**config.mk**
```make
export PLATFORM = sky130hd
export DESIGN_NAME = wtr_ram
export DESIGN_NICKNAME = d
export VERILOG_FILES = /design/src/wtr_ram.sv
export SDC_FILE = /design/constraint.sdc
export NUM_CORES = 1
export LEC_CHECK = 0
export BUFFER_PORTS_ARGS = -buffer_cell sky130_fd_sc_hd__buf_2
export CAP_MARGIN = 5
export CORE_AREA = 2 2 103 179
export DETAILED_ROUTE_END_ITERATION = 6
export DIE_AREA = 0 0 105 181
export SYNTH_ARGS = -nofsm -noshare
export SYNTH_HDL_FRONTEND = slang
export SYNTH_SLANG_ARGS = --single-unit
```
**constraint.sdc**
```tcl
create_clock -name clk -period 2.1 [get_ports clk]
set_clock_uncertainty 0.1 [all_clocks]
set_input_delay 0.21 -clock clk [delete_from_list [all_inputs] [get_ports clk]]
set_output_delay 0.21 -clock clk [all_outputs]
set_load 0.02 [all_outputs]
```
**src/wtr_ram.sv**
```systemverilog
// ----------------------------------------------------------------------------
// wtr_ram
// generic simple dual port ram, one write and one registered read port
// ----------------------------------------------------------------------------
module wtr_ram #(
  parameter int WIDTH = 8,
  parameter int DEPTH = 16
) (
  input  logic                     clk,
  input  logic                     we,
  input  logic [$clog2(DEPTH)-1:0] waddr,
  input  logic [WIDTH-1:0]         wdata,
  input  logic [$clog2(DEPTH)-1:0] raddr,
  output logic [WIDTH-1:0]         rdata
);

  logic [WIDTH-1:0] mem [DEPTH];

  always_ff @(posedge clk) begin
    if (we) begin
      mem[waddr] <= wdata;
    end
    rdata <= mem[raddr];
  end

endmodule

```
==> results of run 1 <==
## layout make-up
type	instances	share of cell area, %
clock inverter	6	0.881
sequential	136	62.7
multi-input combinational	83	16.5
timing repair buffer	50	5.48
tap	231	4.52
clock buffer	27	9.91
## metal layers
metal  GRT usage, %  vias to the layer above  wire length, µm
li1               -                     1098                -
met1           11.8                     1253             3770
met2           21.1                       77             5960
met3           2.96                       27              445
met4           7.52                        0              433
met5              0                        -                0
## cell families after synthesis
kind of cell           count (synthesis)  synth area share (%)
AO/OA/AOI/OAI                         16                  2.33
flip-flops                           136                  77.8
AND/OR/NAND/NOR                       35                  3.18
buffers and inverters                 10                  1.68
multiplexers                          32                  15.0
## flip-flops by register name (all words and copies together) (netlist names)
register  cells
rdata         8
mem         128
## per-stage QoR
| step | total power, mW | hold slack [ns] | area [µm²] | worst slack [ns] |
|---|---|---|---|---|
| floorplan | 3.28 | 0.209 | 5150 | 0.297 |
| global placement | 3.41 | 0.496 | 5700 | 0.355 |
| detailed placement | 3.42 | 0.509 | 5700 | 0.362 |
| CTS | 6.77 | 0.0330 | 6390 | 0.665 |
| global route | 6.93 | 0.0411 | 6390 | 0.613 |
| finish | 6.71 | 0.0428 | 6390 | 0.670 |
## synth_stat cells
cell / instances
buf_6: 3
edfxtp_1: 128
nand2b_1: 2
and2_1: 1
nand2_1: 9
buf_4: 1
nand3b_1: 2
mux4_2: 18
buf_2: 3
or3b_2: 1
nor2b_1: 1
mux4_1: 14
nor3_1: 4
and2b_1: 1
clkdlybuf4s25_2: 3
dfxtp_1: 8
nand3_1: 1
nor2_1: 13
a22oi_1: 16
## power breakdown
part	internal [mW]	leakage (nW)	total, mW	switching [mW]
sequential	3.04	1.22	3.06	0.0169
clock	2.24	0.338	3.34	1.10
combinational	0.129	0.617	0.308	0.179
total	5.41	2.18	6.71	1.30
## worst min path at each step
stage	startpoint	endpoint	slack [ns]
after floorplan	wdata[0]	mem[0][0]$_DFFE_PP_	0.21
after global placement	wdata[2]	mem[1][2]$_DFFE_PP_	0.50
after detailed placement	wdata[2]	mem[5][2]$_DFFE_PP_	0.51
after CTS	wdata[2]	mem[5][2]$_DFFE_PP_	0.03
after global routing	wdata[2]	mem[5][2]$_DFFE_PP_	0.04
final	wdata[2]	mem[5][2]$_DFFE_PP_	0.04
## placed cells by master, fill, tap and decap left out, types with 4 or more instances in the layout
cell type / Yosys / layout
a22oi_1: 16 / 16
buf_2: 3 / 25
buf_4: 1 / 22
clkbuf_16: 0 / 25
dfxtp_1: 8 / 8
edfxtp_1: 128 / 128
mux4_1: 14 / 14
mux4_2: 18 / 18
nand2_1: 9 / 9
nor2_1: 13 / 13
nor3_1: 4 / 4
## worst max-delay path, delay by kind of cell, from the launching register on
family          cells  cell delay (ns)
mux                 1             0.50
compound gates      1             0.27
simple gates        1             0.08
flops               1             0.35
==> metrics.cfg, run 1 <==
[worst_setup_path]
crit_end = rdata[5]$_DFF_P_
cpPeakStageDelay_ns = 0.50
r2r-start = mem[0][5]$_DFFE_PP_
startpoint = mem[0][5]$_DFFE_PP_
crit_path_max_fanout = 1
worstSetupPathType = flip-flop to flip-flop
r2r-end = rdata[5]$_DFF_P_
critPathArrivalTime_ns = 1.65
slowest_stage = mux4_1
reg2regPathDepth = 3
start_kind = flip-flop
r2r_slack_ns = 0.67
path_cells = mux4_1 -> a22oi_1 -> nand2_1
cp.required_ns = 2.32
crit_path_end_kind = flip-flop

[grt]
grt_pass1_wl_mm = 16.3
grt_usage_pct = 11.7
grt_pass1_vias = 2732
overflow = 0
antenna_found_initial = 0
grt_max_degree = 33

[route]
num_vias = 2455
drt-wirelength-per-cell_um = 19.9
dr.pass1.iters = 4
viasPerCell = 4.61
drt_iter0_markers = 202
routed_wirelength_mm = 10.6
drc_errors = 0
antenna_left = 0

[sta]
fin_crit_ns = 1.43
finalSetupTns_ns = 0
fin_crit_sh_pct = 68.1
slew_viol_final = 0
rsz0062_at_grt = no
fmax_mhz = 699
hold_violations = 0
tightest_slew_ns = 0.413
relSlewSlack_pct = 72.5
setup_violations = 0

[placement]
routabilityCongestion = 0.754
post-place-cells = 500
port-buffer-count = 25
dp_hpwl_mm = 7.08

[floorplanning]
dieArea_um2 = 19000
start_util_pct = 29.5
placementRows = 64
core_um2 = 17500
fp.dieH_um = 181
die_w_um = 105
pin_count = 26

[cells_and_area]
num_antenna_cells = 0
stdcell_count = 533
fillers = 1626
final_nets = 314
final_util_pct = 36.6
seq_area_um2 = 4000
syn_to_final_growth_pct = 24.1
multi_input_area_um2 = 1060
layout-drive-gt1-share_pct = 32.8

[clock_network]
cts.sinks = 136
cts_max_level = 4
cts.clk_slew.worst_paths_ns = 0.05
cts_setup_buffers = 0
cts_resized = 0
cts_buffer_depth = 3
cts_root_buffer = clkbuf_16
clk_latency_ns = 0.46
cts_made_buffers = 25
cts_tree = done
ctsHoldBuffers = 0

[worst_hold_path]
hold_class = primary input to flip-flop
hold_depth = 1

[pwr]
p_leak_nw = 2.18
ir_drop_v = 0.000468
power_density_nw_per_um2 = 1050

[synth]
ys_ff_latch = 136
synth_area_leaders = edfxtp_1 75%, mux4_2 7.9%, mux4_1 7.1%, dfxtp_1 3.1%, a22oi_1 2.3%
synth_top_area_share_pct = 74.7
synthCells = 229
synth_warnings = 0
yosysSeqAreaShare_pct = 77.8
yosysUniqueCellTypes = 19
yosys.area.top_type = edfxtp_1
synth_nets = 247
avgSynthCellArea_um2 = 22.5
synth_area_um2 = 5150

[status]
status = finished, final reports clean

[run]
maxCapViolCount = 0

(Power assumes the default switching activity.)
==> run 2, diff against run 1 <==
--- a/config.mk
+++ b/config.mk
@@ -5,11 +5,12 @@
 export SDC_FILE = /design/constraint.sdc
 export NUM_CORES = 1
 export LEC_CHECK = 0
+export ABC_AREA = 1
 export BUFFER_PORTS_ARGS = -buffer_cell sky130_fd_sc_hd__buf_2
 export CAP_MARGIN = 5
-export CORE_AREA = 2 2 103 179
+export CORE_AREA = 2 2 108 189
 export DETAILED_ROUTE_END_ITERATION = 6
-export DIE_AREA = 0 0 105 181
+export DIE_AREA = 0 0 110 191
 export SYNTH_ARGS = -nofsm -noshare
 export SYNTH_HDL_FRONTEND = slang
 export SYNTH_SLANG_ARGS = --single-unit
==> constraint.sdc (replaced) <==
create_clock -name clk -period 1.4 [get_ports clk]
set_clock_uncertainty 0.1 [all_clocks]
set_input_delay 0.14 -clock clk [delete_from_list [all_inputs] [get_ports clk]]
set_output_delay 0.14 -clock clk [all_outputs]
set_load 0.02 [all_outputs]
==> metrics.cfg, run 2 <==
[cells_and_area]
syn_to_final_growth_pct = 19.4
layout_commonest_cell = nand2_1
final_nets = 617  ; +96%
reg_top3 = mem (128), rdata (8)
layout-drive-gt1-share_pct = 13.9  ; -19 points
largest_register_ffs = 128  ; unchanged
layout_common_cells = 173 x nand2_1, 128 x edfxtp_1, 100 x inv_1, 97 x nand3_1, 25 x buf_2
design_area_um2 = 6880  ; +7.7%
fillers = 1893  ; +16%
num_antenna_cells = 0  ; unchanged
largest-register = mem

[synth]
ys_ff_latch = 136  ; unchanged
synth_fa_ha_area_share_pct = 0  ; unchanged
synth_area_leaders = edfxtp_1 67%, nand2_1 11%, nand3_1 8.4%, inv_1 6.5%, dfxtp_1 2.8%
synth_nets = 569  ; +130%
yosysMostFrequentCell = nand2_1
synth_area_um2 = 5770  ; +12%
synth_top_area_share_pct = 66.7  ; -8.0 points
avgSynthCellArea_um2 = 10.5  ; -53%
muxShareOfSynthArea_pct = 0  ; -15 points
synthCells = 551  ; +140%
yosys.area.top_type = edfxtp_1
async_flop_share_pct = 0  ; unchanged
yosysSeqAreaShare_pct = 69.4  ; -8.4 points
synth-main-ff-cell = edfxtp_1
synthXorXnorAreaFrac_pct = 0  ; unchanged
synthTopCellsByCount = 173 x nand2_1, 128 x edfxtp_1, 100 x inv_1
synth_compound_area_share_pct = 0  ; -2.3 points
yosys.area_share.simple_pct = 21.0  ; +18 points
synth_warnings = 0  ; unchanged
yosysUniqueCellTypes = 12  ; -7
synth_top_family_by_area = simple AND/OR/NAND/NOR gates
synth-edff-count = 128  ; unchanged

[worst_setup_path]
crit_buf_inv = 1  ; +1
crit_path_end_kind = primary output
slowest_stage = dfxtp_1
r2r_slack_ns = 0.31  ; -0.36 ns
crit_path_max_fanout = 1  ; unchanged
start_kind = flip-flop
path_cells = buf_2
worstSetupPathType = flip-flop to primary output
cp.required_ns = 1.16  ; -1.16 ns
cpPeakStageDelay_ns = 0.37  ; -0.13 ns
critPathTopFamily = flip-flops
critPathArrivalTime_ns = 0.97  ; -0.68 ns

[pwr]
finalPower_mw = 9.52  ; +42%
switching_power_mw = 2.15  ; +66%
p_leak_nw = 2.95  ; +35%
p_clk_share_pct = 45.6  ; -4.2 points
ir_drop_v = 0.000588  ; +26%
pwr-share-seq_pct = 48.1  ; +2.5 points
swShare_pct = 22.6  ; +3.2 points
combPwrFrac_pct = 6.3  ; +1.7 points
power_density_nw_per_um2 = 1380  ; +32%
intPower_mw = 7.37  ; +36%

[placement]
dpl-instance-area_um2 = 6300  ; +11%
post-place-ws_ns = 0.129  ; -0.233 ns
port-buffer-count = 25  ; unchanged
routabilityCongestion = 0.866  ; +15%
dp_hpwl_mm = 9.08  ; +28%

[sta]
relSlewSlack_pct = 75.3  ; +2.9 points
rsz0062_at_grt = no
fin_crit_ns = 1.21
tightest_slew_ns = 0.370  ; -0.0436 ns
fin_crit_sh_pct = 86.3
fmax_mhz = 828
setup_ws_ns = 0.192  ; -0.477 ns
setup_violations = 0  ; unchanged
slew_viol_final = 0  ; unchanged
hold_violations = 0  ; unchanged
finalSetupTns_ns = 0  ; unchanged

[route]
routed_wirelength_mm = 13.3  ; +25%
viasPerCell = 4.42  ; -4.1%
antenna_left = 0  ; unchanged
num_vias = 3785  ; +54%
dr.pass1.iters = 4  ; unchanged
drt-wirelength-per-cell_um = 15.5  ; -22%
drt_iter0_markers = 183  ; -9.4%
drc_errors = 0  ; unchanged

[clock_network]
cts_tree = done
cts_made_buffers = 17  ; -32%
cts_buffer_depth = 2  ; -1
cts.clk_slew.worst_paths_ns = 0.06  ; about the same
cts_root_buffer = clkbuf_16
cts_max_level = 4  ; unchanged
cts.sinks = 136  ; unchanged
clk_latency_ns = 0.41  ; -0.05 ns
ctsHoldBuffers = 0  ; unchanged
cts_resized = 0  ; unchanged
cts_setup_buffers = 0  ; unchanged

[run]
maxCapViolCount = 0  ; unchanged

[floorplanning]
dieArea_um2 = 21000  ; +11%
die_w_um = 110  ; +4.8%
core_um2 = 19500  ; +12%
placementRows = 68  ; +6.3%
start_util_pct = 29.6  ; +0.11 points
fp.dieH_um = 191  ; +5.5%
pin_count = 26  ; unchanged

[worst_hold_path]
hold_class = primary input to flip-flop

[grt]
grt_pass1_wl_mm = 20.6  ; +26%
grt_usage_pct = 13.6  ; +1.9 points
antenna_found_initial = 0  ; unchanged
overflow = 0  ; unchanged
grt_pass1_vias = 3748  ; +37%
grt_max_degree = 33  ; unchanged

[status]
status = finished, final reports clean

## run 2: changes by cell type after synthesis, sizes merged, moves of 2 or more
cell / before / now
a22oi: 16 / 0
buf: 7 / 24
clkdlybuf4s25: 3 / 0
inv: 0 / 102
mux4: 32 / 0
nand2: 9 / 173
nand2b: 2 / 0
nand3: 1 / 97
nor2: 13 / 17
nor3: 4 / 0
## run 2: routing by layer
metal  up-vias  wire length, µm  global-route usage [%]
li1       1867                -                       -
met1      1839             4960                    14.5
met2        75             7720                    25.2
met3         4              471                    2.45
met4         0              125                    5.94
met5         -                0                       0
## run 2: layout make-up
type / count / area, µm² / share of cell area (%)
clock buffers: 18 / 429 / 6.24
clock inverters: 14 / 149 / 2.16
inverters: 102 / 383 / 5.56
multi-input cells: 289 / 1210 / 17.6
flip-flops and latches: 136 / 4000 / 58.2
well taps: 245 / 307 / 4.45
repair buffers: 53 / 398 / 5.78
## run 2: power groups by stage
stage	registers [mW]	logic [mW]	clock network, mW
4_1_cts	4.59	0.612	4.42
3_5_place_dp	4.67	0.608	0
6_report	4.58	0.600	4.34
2_1_floorplan	4.69	0.321	0
3_3_place_gp	4.67	0.597	0
5_1_grt	4.59	0.671	4.61
## run 2: path summary, 6_finish.rpt
kind | start | to | cells after the start
max | rdata[5]$_DFF_P_ | rdata[5] | 1
min | wdata[3] | mem[11][3]$_DFFE_PP_ | 1
max reg2reg | mem[5][3]$_DFFE_PP_ | rdata[3]$_DFF_P_ | 6
min reg2reg | mem[2][6]$_DFFE_PP_ | rdata[6]$_DFF_P_ | 6
## run 2: through the flow
stage,hold WS [ns],instances,utilization (%)
floorplan,0.139,551,-
global placement,0.450,825,32.4
detailed placement,0.455,825,32.4
CTS,0.0150,857,35.3
global route,0.0251,857,35.3
finish,0.0224,857,35.3
## run 2: logic make-up after synthesis
logic type	after synthesis
simple gates	289
buf+inv	126
flops	136
